--- config.mk ---
export PLATFORM = sky130hd
export DESIGN_NAME = adc_average_peak_hold_decay_unit
export DESIGN_NICKNAME = d
export VERILOG_FILES = /design/src/sv/aphd_pkg.sv /design/src/sv/adc_average_peak_hold_decay_unit.sv /design/src/sv/aphd_regs.sv /design/src/sv/aphd_arith_unit.sv
export SDC_FILE = /design/constraint.sdc
export NUM_CORES = 1
export LEC_CHECK = 0
export BUFFER_PORTS_ARGS = -buffer_cell sky130_fd_sc_hd__buf_4
export CAP_MARGIN = 20
export CORE_ASPECT_RATIO = 0.75
export CORE_UTILIZATION = 63
export DETAILED_ROUTE_END_ITERATION = 10
export HOLD_SLACK_MARGIN = 0.02
export PLACE_DENSITY = 0.82
export SETUP_SLACK_MARGIN = 0.2
export SKIP_LAST_GASP = 1
export SLEW_MARGIN = 5
export SYNTH_ARGS = -nofsm -noshare
export SYNTH_HDL_FRONTEND = slang
export SYNTH_HIERARCHICAL = 1
export SYNTH_SLANG_ARGS = --single-unit
--- constraint.sdc ---
create_clock -name aclk -period 7.3 [get_ports aclk]
set_input_delay 0.73 -clock aclk [delete_from_list [all_inputs] [get_ports aclk]]
set_output_delay 0.73 -clock aclk [all_outputs]
set_load 0.05 [all_outputs]
--- src/sv/aphd_pkg.sv ---
`default_nettype none

package aphd_pkg;

    // Fixed field widths of the register file and result beat
    localparam int CFG_W       = 16;
    localparam int FACTOR_W    = 17;
    localparam int AVG_W       = 8;
    localparam int ADDR_W      = 5;
    localparam int APB_DATA_W  = 32;
    localparam int SLOPE_SHIFT = 14;

    // Defaults for the top-level parameters
    localparam int SAMPLE_BITS_DEF = 12;
    localparam int MAX_AVERAGE_DEF = 255;

    // Register reset values
    localparam logic [CFG_W-1:0]    ADC_FULL_RST    = 16'd4095;
    localparam logic [CFG_W-1:0]    FULL_SCALE_RST  = 16'd3300;
    localparam logic [CFG_W-1:0]    POLL_RST        = 16'd0;
    localparam logic [CFG_W-1:0]    HOLD_RST        = 16'd0;
    localparam logic [FACTOR_W-1:0] DECAY_RST       = 17'h10000;
    localparam logic [AVG_W-1:0]    AVG_COUNT_RST   = 8'd0;
    localparam logic [CFG_W-1:0]    SLOPE_RST       = 16'd16384;
    localparam logic [CFG_W-1:0]    ZERO_OFFSET_RST = 16'd0;

    typedef enum logic [2:0] {
        REG_ADC_FULL    = 3'd0,
        REG_FULL_SCALE  = 3'd1,
        REG_POLL        = 3'd2,
        REG_HOLD        = 3'd3,
        REG_DECAY       = 3'd4,
        REG_AVG_COUNT   = 3'd5,
        REG_SLOPE       = 3'd6,
        REG_ZERO_OFFSET = 3'd7
    } reg_idx_t;

    typedef struct packed {
        logic [CFG_W-1:0]    adc_full_count;
        logic [CFG_W-1:0]    full_scale_mv;
        logic [CFG_W-1:0]    poll_interval_ms;
        logic [CFG_W-1:0]    hold_interval_ms;
        logic [FACTOR_W-1:0] decay_factor;
        logic [AVG_W-1:0]    average_count;
        logic [CFG_W-1:0]    slope_gain;
        logic [CFG_W-1:0]    zero_offset_mv;
    } cfg_t;

    typedef enum logic {
        OP_MUL = 1'b0,
        OP_DIV = 1'b1
    } op_t;

    typedef struct packed {
        logic start;
        op_t  op;
    } unit_req_t;

    typedef struct packed {
        logic busy;
        logic done;
    } unit_sts_t;

    typedef enum logic [3:0] {
        ST_IDLE,
        ST_TICK,
        ST_DECAY,
        ST_SAMPLE,
        ST_CHECK,
        ST_AVG,
        ST_MAP,
        ST_DIV,
        ST_SLOPE,
        ST_OUT
    } state_t;

endpackage

`default_nettype wire

--- src/sv/adc_average_peak_hold_decay_unit.sv ---
`default_nettype none

// Channel   Direction  Ports                        Contents
// s_        in         s_tvalid/s_tready/s_tdata    tdata: adc_sample; tuser: ms_tick, sample_valid
// m_        out        m_tvalid/m_tready/m_tdata    tdata: level_mv, peak_mv, peak_raw
// config    in/out     psel/penable/pwrite/paddr    eight registers at byte address 4*i
//
// A beat is accepted only in the idle state; the next beat waits until the last is done.
// A tick-driven decay step uses the shared multiplier; a closing sample runs
// divide, multiply, divide, multiply, then commit.
// All multiplies and divides go through one shift/add unit.
// Reset is synchronous on aresetn and clears all counters, peaks and the result slot.
// A held result beat does not block intake; only a second result waits for the slot.
module adc_average_peak_hold_decay_unit
    import aphd_pkg::*;
#(
    parameter int SAMPLE_BITS = SAMPLE_BITS_DEF,
    parameter int MAX_AVERAGE = MAX_AVERAGE_DEF
) (
    input  wire logic                                      aclk,
    input  wire logic                                      aresetn,
    // input beats
    input  wire logic                                      s_tvalid,
    output logic                                           s_tready,
    input  wire logic [((SAMPLE_BITS+7)/8)*8-1:0]          s_tdata,  // adc_sample
    input  wire logic [1:0]                                s_tuser,  // ms_tick, sample_valid
    // result beats
    output logic                                           m_tvalid,
    input  wire logic                                      m_tready,
    output logic      [((2*CFG_W+SAMPLE_BITS+7)/8)*8-1:0]  m_tdata,  // level_mv, peak_mv, peak_raw
    // configuration
    input  wire logic                                      psel,
    input  wire logic                                      penable,
    input  wire logic                                      pwrite,
    input  wire logic [ADDR_W-1:0]                         paddr,
    input  wire logic [APB_DATA_W-1:0]                     pwdata,
    output logic      [APB_DATA_W-1:0]                     prdata,
    output logic                                           pready
);

    localparam int SB       = SAMPLE_BITS;
    localparam int SUM_W    = SB + AVG_W;
    localparam int DIVN     = SB + CFG_W;
    localparam int W        = SB + 2*CFG_W;
    localparam int SCL_W    = W - SLOPE_SHIFT;
    localparam int M_DATA_W = ((2*CFG_W+SB+7)/8)*8;

    cfg_t cfg;

    aphd_regs u_regs (
        .aclk    (aclk),
        .aresetn (aresetn),
        .psel    (psel),
        .penable (penable),
        .pwrite  (pwrite),
        .paddr   (paddr),
        .pwdata  (pwdata),
        .prdata  (prdata),
        .pready  (pready),
        .cfg     (cfg)
    );

    unit_req_t        u_req;
    unit_sts_t        u_sts;
    logic [W-1:0]     u_opa;
    logic [CFG_W-1:0] u_opb;
    logic [W-1:0]     u_result;

    aphd_arith_unit #(
        .W    (W),
        .DIVN (DIVN)
    ) u_arith (
        .aclk    (aclk),
        .aresetn (aresetn),
        .req     (u_req),
        .opa     (u_opa),
        .opb     (u_opb),
        .sts     (u_sts),
        .result  (u_result)
    );

    // Sequencer and measurement state
    state_t           state_reg, state_next;
    logic [CFG_W-1:0] poll_elapsed_reg, poll_elapsed_next;
    logic [CFG_W-1:0] hold_elapsed_reg, hold_elapsed_next;
    logic             measuring_reg, measuring_next;
    logic [SUM_W-1:0] sample_sum_reg, sample_sum_next;
    logic [AVG_W-1:0] samples_taken_reg, samples_taken_next;
    logic [SB-1:0]    raw_peak_reg, raw_peak_next;
    logic [CFG_W-1:0] mapped_peak_reg, mapped_peak_next;
    logic             m_tvalid_reg, m_tvalid_next;

    // Beat and result payload
    logic             tick_reg, tick_next;
    logic             valid_reg, valid_next;
    logic [SB-1:0]    sample_reg, sample_next;
    logic [SB-1:0]    avg_reg, avg_next;
    logic [CFG_W-1:0] level_reg, level_next;
    logic [CFG_W-1:0] m_level_reg, m_level_next;
    logic [CFG_W-1:0] m_peak_mv_reg, m_peak_mv_next;
    logic [SB-1:0]    m_peak_raw_reg, m_peak_raw_next;

    logic             in_beat;
    logic             out_free;
    logic [CFG_W-1:0] hold_inc;
    logic [CFG_W-1:0] poll_inc;
    logic             decay_due;
    logic             decay_mul;
    logic             arm_due;
    logic             take_sample;
    logic [AVG_W-1:0] target;
    logic             count_reached;
    logic [CFG_W-1:0] map_div;
    logic [SCL_W-1:0] scaled;
    logic [SCL_W-1:0] offset_ext;
    logic [SCL_W-1:0] diff;
    logic [CFG_W-1:0] level_calc;
    logic             peak_take;

    assign s_tready = (state_reg == ST_IDLE);
    assign in_beat  = s_tvalid & s_tready;
    assign out_free = !m_tvalid_reg || m_tready;
    assign m_tvalid = m_tvalid_reg;
    assign m_tdata  = M_DATA_W'({m_peak_raw_reg, m_peak_mv_reg, m_level_reg});

    // Saturating millisecond counters; intervals 0 and 1 both fire on every tick (poll only outside a measurement)
    assign hold_inc  = (hold_elapsed_reg == '1) ? hold_elapsed_reg
                                                : hold_elapsed_reg + CFG_W'(1);
    assign poll_inc  = (poll_elapsed_reg == '1) ? poll_elapsed_reg
                                                : poll_elapsed_reg + CFG_W'(1);
    assign decay_due = tick_reg && (hold_inc >= cfg.hold_interval_ms);
    // Zero factor clears outright, unity or above leaves the peak alone
    assign decay_mul = decay_due && (cfg.decay_factor != '0)
                       && !cfg.decay_factor[FACTOR_W-1];
    assign arm_due   = tick_reg && !measuring_reg && (poll_inc >= cfg.poll_interval_ms);

    assign take_sample = valid_reg && measuring_reg;

    // Samples per measurement: zero acts as one, clamp to MAX_AVERAGE
    always_comb begin
        target = (cfg.average_count == '0) ? AVG_W'(1) : cfg.average_count;
        if (int'(target) > MAX_AVERAGE) begin
            target = AVG_W'(MAX_AVERAGE);
        end
    end
    assign count_reached = (samples_taken_reg >= target);

    assign map_div = (cfg.adc_full_count == '0) ? CFG_W'(1) : cfg.adc_full_count;

    // Slope result: drop the Q2.14 fraction, subtract offset with clamp, saturate
    assign scaled     = u_result[W-1:SLOPE_SHIFT];
    assign offset_ext = SCL_W'(cfg.zero_offset_mv);
    assign diff       = (scaled >= offset_ext) ? scaled - offset_ext : '0;
    assign level_calc = (diff > SCL_W'({CFG_W{1'b1}})) ? {CFG_W{1'b1}} : diff[CFG_W-1:0];

    assign peak_take = (avg_reg >= raw_peak_reg);

    // Next state
    always_comb begin
        state_next = state_reg;
        unique case (state_reg)
            ST_IDLE:   if (in_beat) state_next = ST_TICK;
            ST_TICK:   state_next = decay_mul ? ST_DECAY : ST_SAMPLE;
            ST_DECAY:  if (u_sts.done) state_next = ST_SAMPLE;
            ST_SAMPLE: state_next = take_sample ? ST_CHECK : ST_IDLE;
            ST_CHECK:  state_next = count_reached ? ST_AVG : ST_IDLE;
            ST_AVG:    if (u_sts.done) state_next = ST_MAP;
            ST_MAP:    if (u_sts.done) state_next = ST_DIV;
            ST_DIV:    if (u_sts.done) state_next = ST_SLOPE;
            ST_SLOPE:  if (u_sts.done) state_next = ST_OUT;
            ST_OUT:    if (out_free) state_next = ST_IDLE;
            default:   state_next = ST_IDLE;
        endcase
    end

    // Datapath control per state
    always_comb begin
        poll_elapsed_next  = poll_elapsed_reg;
        hold_elapsed_next  = hold_elapsed_reg;
        measuring_next     = measuring_reg;
        sample_sum_next    = sample_sum_reg;
        samples_taken_next = samples_taken_reg;
        raw_peak_next      = raw_peak_reg;
        mapped_peak_next   = mapped_peak_reg;
        tick_next          = tick_reg;
        valid_next         = valid_reg;
        sample_next        = sample_reg;
        avg_next           = avg_reg;
        level_next         = level_reg;
        m_level_next       = m_level_reg;
        m_peak_mv_next     = m_peak_mv_reg;
        m_peak_raw_next    = m_peak_raw_reg;
        m_tvalid_next      = m_tready ? 1'b0 : m_tvalid_reg;
        u_req.start        = 1'b0;
        u_req.op           = OP_MUL;
        u_opa              = '0;
        u_opb              = '0;

        unique case (state_reg)
            ST_IDLE: begin
                if (in_beat) begin
                    tick_next   = s_tuser[0];
                    valid_next  = s_tuser[1];
                    sample_next = s_tdata[SB-1:0];
                end
            end
            ST_TICK: begin
                if (tick_reg) begin
                    hold_elapsed_next = decay_due ? '0 : hold_inc;
                    if (!measuring_reg) begin
                        poll_elapsed_next = arm_due ? '0 : poll_inc;
                    end
                end
                if (decay_due && cfg.decay_factor == '0) begin
                    raw_peak_next = '0;
                end
                if (decay_mul) begin
                    u_req.start = 1'b1;
                    u_req.op    = OP_MUL;
                    u_opa       = W'(raw_peak_reg);
                    u_opb       = cfg.decay_factor[CFG_W-1:0];
                end
                if (arm_due) begin
                    measuring_next     = 1'b1;
                    sample_sum_next    = '0;
                    samples_taken_next = '0;
                end
            end
            ST_DECAY: begin
                if (u_sts.done) begin
                    raw_peak_next = u_result[SB+CFG_W-1:CFG_W];
                end
            end
            ST_SAMPLE: begin
                if (take_sample) begin
                    sample_sum_next    = sample_sum_reg + SUM_W'(sample_reg);
                    samples_taken_next = samples_taken_reg + AVG_W'(1);
                end
            end
            ST_CHECK: begin
                if (count_reached) begin
                    u_req.start = 1'b1;
                    u_req.op    = OP_DIV;
                    u_opa       = W'(sample_sum_reg);
                    u_opb       = CFG_W'(samples_taken_reg);
                end
            end
            ST_AVG: begin
                // average done: scale it by full-scale millivolts
                if (u_sts.done) begin
                    avg_next    = u_result[SB-1:0];
                    u_req.start = 1'b1;
                    u_req.op    = OP_MUL;
                    u_opa       = W'(u_result[SB-1:0]);
                    u_opb       = cfg.full_scale_mv;
                end
            end
            ST_MAP: begin
                if (u_sts.done) begin
                    u_req.start = 1'b1;
                    u_req.op    = OP_DIV;
                    u_opa       = u_result;
                    u_opb       = map_div;
                end
            end
            ST_DIV: begin
                if (u_sts.done) begin
                    u_req.start = 1'b1;
                    u_req.op    = OP_MUL;
                    u_opa       = u_result;
                    u_opb       = cfg.slope_gain;
                end
            end
            ST_SLOPE: begin
                if (u_sts.done) begin
                    level_next = level_calc;
                end
            end
            ST_OUT: begin
                // wait for the result slot, then commit the peak and close the measurement
                if (out_free) begin
                    if (peak_take) begin
                        raw_peak_next    = avg_reg;
                        mapped_peak_next = level_reg;
                    end
                    measuring_next     = 1'b0;
                    sample_sum_next    = '0;
                    samples_taken_next = '0;
                    m_level_next       = level_reg;
                    m_peak_mv_next     = peak_take ? level_reg : mapped_peak_reg;
                    m_peak_raw_next    = peak_take ? avg_reg : raw_peak_reg;
                    m_tvalid_next      = 1'b1;
                end
            end
            default: begin
                m_tvalid_next = m_tvalid_reg;
            end
        endcase
    end

    always_ff @(posedge aclk) begin
        if (!aresetn) begin
            state_reg         <= ST_IDLE;
            poll_elapsed_reg  <= '0;
            hold_elapsed_reg  <= '0;
            measuring_reg     <= 1'b0;
            sample_sum_reg    <= '0;
            samples_taken_reg <= '0;
            raw_peak_reg      <= '0;
            mapped_peak_reg   <= '0;
            m_tvalid_reg      <= 1'b0;
        end else begin
            state_reg         <= state_next;
            poll_elapsed_reg  <= poll_elapsed_next;
            hold_elapsed_reg  <= hold_elapsed_next;
            measuring_reg     <= measuring_next;
            sample_sum_reg    <= sample_sum_next;
            samples_taken_reg <= samples_taken_next;
            raw_peak_reg      <= raw_peak_next;
            mapped_peak_reg   <= mapped_peak_next;
            m_tvalid_reg      <= m_tvalid_next;
        end
    end

    always_ff @(posedge aclk) begin
        tick_reg       <= tick_next;
        valid_reg      <= valid_next;
        sample_reg     <= sample_next;
        avg_reg        <= avg_next;
        level_reg      <= level_next;
        m_level_reg    <= m_level_next;
        m_peak_mv_reg  <= m_peak_mv_next;
        m_peak_raw_reg <= m_peak_raw_next;
    end

    // The shared unit only takes a new job when it is free
    a_start_when_free: assert property (@(posedge aclk) disable iff (!aresetn)
        u_req.start |-> !u_sts.busy)
        else $error("arith unit started while busy");

    // Outside a measurement no samples are pending
    a_idle_no_samples: assert property (@(posedge aclk) disable iff (!aresetn)
        !measuring_reg |-> (samples_taken_reg == '0 && sample_sum_reg == '0))
        else $error("samples pending outside a measurement");

    // Committing a result fills the output slot
    a_out_loads: assert property (@(posedge aclk) disable iff (!aresetn)
        (state_reg == ST_OUT && out_free) |=> (m_tvalid_reg && !measuring_reg))
        else $error("result commit did not fill the output slot");

    // A decay step never raises the peak
    a_decay_shrinks: assert property (@(posedge aclk) disable iff (!aresetn)
        (state_reg == ST_DECAY && u_sts.done) |=> (raw_peak_reg <= $past(raw_peak_reg)))
        else $error("decay raised the raw peak");

endmodule

`default_nettype wire

--- src/sv/aphd_regs.sv ---
`default_nettype none

module aphd_regs
    import aphd_pkg::*;
(
    input  wire logic                  aclk,
    input  wire logic                  aresetn,
    input  wire logic                  psel,
    input  wire logic                  penable,
    input  wire logic                  pwrite,
    input  wire logic [ADDR_W-1:0]     paddr,
    input  wire logic [APB_DATA_W-1:0] pwdata,
    output logic      [APB_DATA_W-1:0] prdata,
    output logic                       pready,
    output cfg_t                       cfg
);

    cfg_t     cfg_reg;
    cfg_t     cfg_next;
    reg_idx_t idx;
    logic     wr_en;

    assign idx    = reg_idx_t'(paddr[ADDR_W-1:2]);
    assign wr_en  = psel & penable & pwrite;
    assign pready = 1'b1;
    assign cfg    = cfg_reg;

    always_comb begin
        cfg_next = cfg_reg;
        if (wr_en) begin
            unique case (idx)
                REG_ADC_FULL:    cfg_next.adc_full_count   = pwdata[CFG_W-1:0];
                REG_FULL_SCALE:  cfg_next.full_scale_mv    = pwdata[CFG_W-1:0];
                REG_POLL:        cfg_next.poll_interval_ms = pwdata[CFG_W-1:0];
                REG_HOLD:        cfg_next.hold_interval_ms = pwdata[CFG_W-1:0];
                REG_DECAY:       cfg_next.decay_factor     = pwdata[FACTOR_W-1:0];
                REG_AVG_COUNT:   cfg_next.average_count    = pwdata[AVG_W-1:0];
                REG_SLOPE:       cfg_next.slope_gain       = pwdata[CFG_W-1:0];
                REG_ZERO_OFFSET: cfg_next.zero_offset_mv   = pwdata[CFG_W-1:0];
                default:         cfg_next = cfg_reg;
            endcase
        end
    end

    always_comb begin
        unique case (idx)
            REG_ADC_FULL:    prdata = APB_DATA_W'(cfg_reg.adc_full_count);
            REG_FULL_SCALE:  prdata = APB_DATA_W'(cfg_reg.full_scale_mv);
            REG_POLL:        prdata = APB_DATA_W'(cfg_reg.poll_interval_ms);
            REG_HOLD:        prdata = APB_DATA_W'(cfg_reg.hold_interval_ms);
            REG_DECAY:       prdata = APB_DATA_W'(cfg_reg.decay_factor);
            REG_AVG_COUNT:   prdata = APB_DATA_W'(cfg_reg.average_count);
            REG_SLOPE:       prdata = APB_DATA_W'(cfg_reg.slope_gain);
            REG_ZERO_OFFSET: prdata = APB_DATA_W'(cfg_reg.zero_offset_mv);
            default:         prdata = '0;
        endcase
    end

    always_ff @(posedge aclk) begin
        if (!aresetn) begin
            cfg_reg.adc_full_count   <= ADC_FULL_RST;
            cfg_reg.full_scale_mv    <= FULL_SCALE_RST;
            cfg_reg.poll_interval_ms <= POLL_RST;
            cfg_reg.hold_interval_ms <= HOLD_RST;
            cfg_reg.decay_factor     <= DECAY_RST;
            cfg_reg.average_count    <= AVG_COUNT_RST;
            cfg_reg.slope_gain       <= SLOPE_RST;
            cfg_reg.zero_offset_mv   <= ZERO_OFFSET_RST;
        end else begin
            cfg_reg <= cfg_next;
        end
    end

endmodule

`default_nettype wire

--- src/sv/aphd_arith_unit.sv ---
`default_nettype none

// Shared bit-serial multiply / restoring divide around one adder.
// Multiply: opa * opb, MSB of opb first, CFG_W steps.
// Divide: opa / opb, DIVN quotient bits, one per step.
module aphd_arith_unit
    import aphd_pkg::*;
#(
    parameter int W    = 44,
    parameter int DIVN = 28
) (
    input  wire logic             aclk,
    input  wire logic             aresetn,
    input  unit_req_t             req,
    input  wire logic [W-1:0]     opa,
    input  wire logic [CFG_W-1:0] opb,
    output unit_sts_t             sts,
    output logic      [W-1:0]     result
);

    localparam int CNT_W = $clog2(DIVN + 1);

    logic             busy_reg, busy_next;
    logic             done_reg, done_next;
    logic [CNT_W-1:0] cnt_reg, cnt_next;
    op_t              op_reg, op_next;
    logic [W-1:0]     acc_reg, acc_next;
    logic [W-1:0]     shr_reg, shr_next;
    logic [W-1:0]     opd_reg, opd_next;

    logic             is_mul;
    logic [W-1:0]     add_x;
    logic [W-1:0]     add_y;
    logic [W:0]       add_sum;

    assign is_mul = (op_reg == OP_MUL);

    // One adder: add the multiplicand, or subtract the divisor as a trial
    always_comb begin
        if (is_mul) begin
            add_x = {acc_reg[W-2:0], 1'b0};
            add_y = shr_reg[W-1] ? opd_reg : '0;
        end else begin
            add_x = {acc_reg[W-2:0], shr_reg[W-1]};
            add_y = ~opd_reg;
        end
        add_sum = {1'b0, add_x} + {1'b0, add_y} + (W+1)'(!is_mul);
    end

    always_comb begin
        busy_next = busy_reg;
        done_next = 1'b0;
        cnt_next  = cnt_reg;
        op_next   = op_reg;
        acc_next  = acc_reg;
        shr_next  = shr_reg;
        opd_next  = opd_reg;
        if (busy_reg) begin
            if (is_mul) begin
                acc_next = add_sum[W-1:0];
                shr_next = {shr_reg[W-2:0], 1'b0};
            end else begin
                acc_next = add_sum[W] ? add_sum[W-1:0] : add_x;
                shr_next = {shr_reg[W-2:0], add_sum[W]};
            end
            cnt_next = cnt_reg - CNT_W'(1);
            if (cnt_reg == CNT_W'(1)) begin
                busy_next = 1'b0;
                done_next = 1'b1;
            end
        end else if (req.start) begin
            busy_next = 1'b1;
            op_next   = req.op;
            acc_next  = '0;
            if (req.op == OP_MUL) begin
                opd_next = opa;
                shr_next = {opb, (W-CFG_W)'(0)};
                cnt_next = CNT_W'(CFG_W);
            end else begin
                opd_next = W'(opb);
                shr_next = opa << (W - DIVN);
                cnt_next = CNT_W'(DIVN);
            end
        end
    end

    always_ff @(posedge aclk) begin
        if (!aresetn) begin
            busy_reg <= 1'b0;
            done_reg <= 1'b0;
            cnt_reg  <= '0;
        end else begin
            busy_reg <= busy_next;
            done_reg <= done_next;
            cnt_reg  <= cnt_next;
        end
    end

    always_ff @(posedge aclk) begin
        op_reg  <= op_next;
        acc_reg <= acc_next;
        shr_reg <= shr_next;
        opd_reg <= opd_next;
    end

    assign sts.busy = busy_reg;
    assign sts.done = done_reg;
    assign result   = is_mul ? acc_reg : shr_reg;

endmodule

`default_nettype wire
Word level (Yosys, flattened, before mapping)
Index checks and enable logic that the tools add are counted.

Output and inout bits: 83. Input port bits: 62. Flip-flop bits (word level): 441.

Equal/unequal tests: 29. Bitwise logic cells: 6. Muxes and demuxes: 75. Reduce and logical (&&, ||, !) cells: 45. Order comparisons: 6. $add $sub $neg: 8.

Operator list (count): 44-bit 2-to-1 mux (11); 32-bit case mux with 8 select lines (1); 16-bit 2-to-1 mux (11); 44-bit case mux with 4 select lines (1); 20-bit 2-to-1 mux (4); 16-bit case mux with 5 select lines (1); 12-bit 2-to-1 mux (6); 20-bit case mux with 3 select lines (1); 44-bit by 44-bit adder with 45-bit output (1); 45-bit by 1-bit adder with 45-bit output (1); 44-bit NOT (1); 8-bit 2-to-1 mux (5); 4-bit case mux with 10 select lines (1); 12-bit case mux with 3 select lines (1); 16-bit by 1-bit adder with 16-bit output (second input constant) (2); 16-bit == test (second input constant) (2); 16-bit >= comparator (2); 4-bit 2-to-1 mux (8); 30-bit by 16-bit >= comparator with 1-bit output (1); 30-bit by 16-bit > comparator with 1-bit output (second input constant) (1); 30-bit 2-to-1 mux (1); 2-bit AND reduction (15); 30-bit by 16-bit subtractor with 30-bit output (1); 8-bit case mux with 3 select lines (1); 39 further kinds (89).

Logic depth before layout (Yosys ltp)
Depth in word-level cells: 11. Gate-level depth with buffers: 22.

Hierarchy
Netlist, hierarchy kept.

By module, submodules not included: adc_average_peak_hold_decay_unit (instances 1, seq. area each 4464.3 um^2, area each 11772.5 um^2, cells an instance 1336); aphd_arith_unit (instances 1, seq. area each 4134.0 um^2, area each 9713.1 um^2, cells an instance 1004); aphd_regs (instances 1, seq. area each 2422.3 um^2, area each 5836.8 um^2, cells an instance 711).

Worst setup path after synthesis
OpenSTA, ideal clock, no wires.

Path kind: flip-flop to flip-flop. Start point: register hold_elapsed_reg[5]. End point: register u_arith.cnt_reg[2]. Cell stages (with the launch flop): 23. Slack: 1.250 ns. Required time: 7.224 ns. Arrival time: 5.975 ns. Clock period less this slack: 6.050 ns. Library setup time: 0.076 ns. Cells stage by stage: dfxtp_1 -> and4_1 -> nand4_1 -> nor4_1 -> nand2b_1 -> clkbuf_1 -> and2_1 -> nand3_1 -> xnor2_1 -> ha_1 -> a21oi_1 -> nor2b_1 -> o21ai_0 -> a21oi_1 -> nor3_1 -> o21ai_1 -> and4_1 -> clkbuf_1 -> or3_1 -> nor2b_1 -> and2_1 -> a31oi_1 -> a21boi_0.

RTL lines: from (decl) (line adc_average_peak_hold_decay_unit.sv:85) `logic [CFG_W-1:0] hold_elapsed_reg, hold_elapsed_next;`; from (signal assigned) (line adc_average_peak_hold_decay_unit.sv:315) `hold_elapsed_reg <= hold_elapsed_next;`; to (signal assigned) (line aphd_arith_unit.sv:95) `cnt_reg <= cnt_next;`; to (decl) (line aphd_arith_unit.sv:25) `logic [CNT_W-1:0] cnt_reg, cnt_next;`.

==> run metrics <==
Root Driver=clkbuf_16; die area=~0.044 mm2; Slew Viols, Final=0; final hold slack=between 0.3 and 0.4 ns; GR Overflow Total=0; Routed Antenna Nets=0; post-layout minimum cycle time=roughly 5.6 ns; Die Y-Extent=roughly 180 um; Max IR drop VDD=approximately 0.22 mV; skew final=~0.027 ns; number of global-route vias before repair=22450; Starting Density=around 64%; most frequent cells in the layout=nand2_1 (418), dfxtp_1 (221), a21oi_1 (220), edfxtp_1 (219), o21ai_0 (201); Critical Path Sink Type=register; Post-CTS Setup Bufs=0; drt wl/cell=between 20 and 25 um; fraction of power consumed by the clock network=a little over a third; Pwr per Cell Area=approximately 230 mW/mm2; clk slew on worst S/H paths=0.06 ns; Max Clk Rate=177.8 MHz; Critical Path AT=5.89 ns; RSZ-0062 raised after global routing=false; cells after synthesis=approximately 3100; number of synthesis warnings=6; hold buffer count at CTS=0; crit share post-route=between 70% and 80%; I/O Buffers=between 100 and 150; internal cell power=approximately 0.0046 W; status=finished clean; Mapped Area=roughly 0.027 mm2; final setup fails=0; worst skew pair latency=between 0.5 and 0.6 ns; Worst Path Required=~7.6 ns; first-pass GRT wire length=between 100000 and 150000 um; Flop pwr share=between 40% and 50%; crit path launch type=register; clk sink count=about 440; crit path max fanout=68; HP Class=primary input to register; share of layout cells above drive strength 1=a little under an eighth; max_slew headroom=about 23%; drt first pass iters=7; max-cap violations=0; Logic pwr share=around 23%; Sw Ratio=31.92%; Vias=roughly 24000; WL final=between 80000 and 90000 um; CP Class=register to register; Filler Cell Count=3178; Largest register FFs=between 100 and 150; total negative slack=0 ns; initial antenna violation count=3; # H-tree levels=2; Core ar.=0.04237 mm2; Hold Vio Cnt, Final=0; Post-CTS Resized=0; GRT Util Overall=37.88%; pin count of the biggest net entering global routing=89; Die Width=242.4 um; Mean Syn Cell Area=between 8 and 9 um2; Nets=3222; # IOs=between 100 and 150; row cnt=65; Synth-to-Final Area Change=8.401%; measured slew at the worst slew-check pin=about 1.2 ns; leakage=approximately 11 nW; switching power=0.002177 W; Vias/cell=roughly 6.7; HPWL Detailed=61270 um; Bufs on Longest Clock Path=3; CTS tree=done; DRC=0; First DRT Iteration DRCs=~3700; CTS buffer count=between 40 and 50; commonest non-fill, non-tap cell in the layout=nand2_1; GPL Wtd Cong=1.018
-- layer usage --
metal	vias up	global-route usage [%]	wire [um]
li1	10920	-	-
met1	11400	54.44	35000
met2	1676	52.66	34410
met3	272	13.32	13340
met4	6	12.43	3030
met5	-	0	41
-- layout make-up --
type / count / area [um2] / share of cell area (%)
Multi-Input combinational cell: 2286 / 14850 / 50.17
Sequential cell: 441 / 11020 / 37.22
Clock buffer: 61 / 1279 / 4.319
Timing Repair Buffer: 131 / 1001 / 3.381
Tap cell: 569 / 711.9 / 2.404
Inverter: 123 / 462.9 / 1.563
Clock inverter: 22 / 276.5 / 0.9339
Antenna cell: 1 / 2.502 / 0.008451
-- power groups by stage --
| stage | Combinational, W | Sequential (W) | Clock (W) |
|---|---|---|---|
| after global routing | 0.00164 | 0.00284 | 0.00255 |
| after global placement | 0.00141 | 0.00287 | 0 |
| after floorplan | 0.00109 | 0.00283 | 0 |
| final | 0.00154 | 0.00283 | 0.00245 |
| after CTS | 0.00147 | 0.00282 | 0.00245 |
| after detailed placement | 0.00146 | 0.00287 | 0 |
-- final timing paths --
check	from	end	slack (ns)	depth (start not counted)
setup / recovery	hold_elapsed_reg[4]	u_arith/shr_reg[34]	1.67	19
hold / removal	s_tdata[10]	sample_reg[10]	0.32	1
setup reg to reg	hold_elapsed_reg[4]	u_arith/shr_reg[34]	1.67	19
hold reg to reg	level_reg[11]	m_level_reg[11]	0.46	0
-- worst max-delay path, stage by stage (launching register included) --
cell and delay (ns):
dfxtp_1 0.43, and4_1 0.31, nand4_1 0.18, nor4_1 0.29
nand2b_1 0.27, and2_1 0.26, nand2_1 0.15, xnor2_1 0.16
ha_1 0.28, a21o_1 0.19, a211oi_1 0.23, o21ai_0 0.14
a21oi_1 0.20, o21ai_1 0.31, and4_1 0.35, or3_1 0.52
nor2_1 0.34, clkinv_2 0.11, buf_4 0.25, buf_16 0.26
-- per-stage QoR --
step	instances	area, um2	util [%]	power, W	worst slack, ns
2_1_floorplan	3067	27380	-	0.003920	1.250
3_3_place_gp	3546	28000	66.09	0.004284	1.949
3_5_place_dp	3547	28010	66.11	0.004334	1.765
4_1_cts	3630	29570	69.78	0.006750	1.720
5_1_grt	3633	29610	69.87	0.007026	1.242
6_report	3634	29610	69.88	0.006821	1.674
Note: power is estimated with default switching activity, not from simulation.
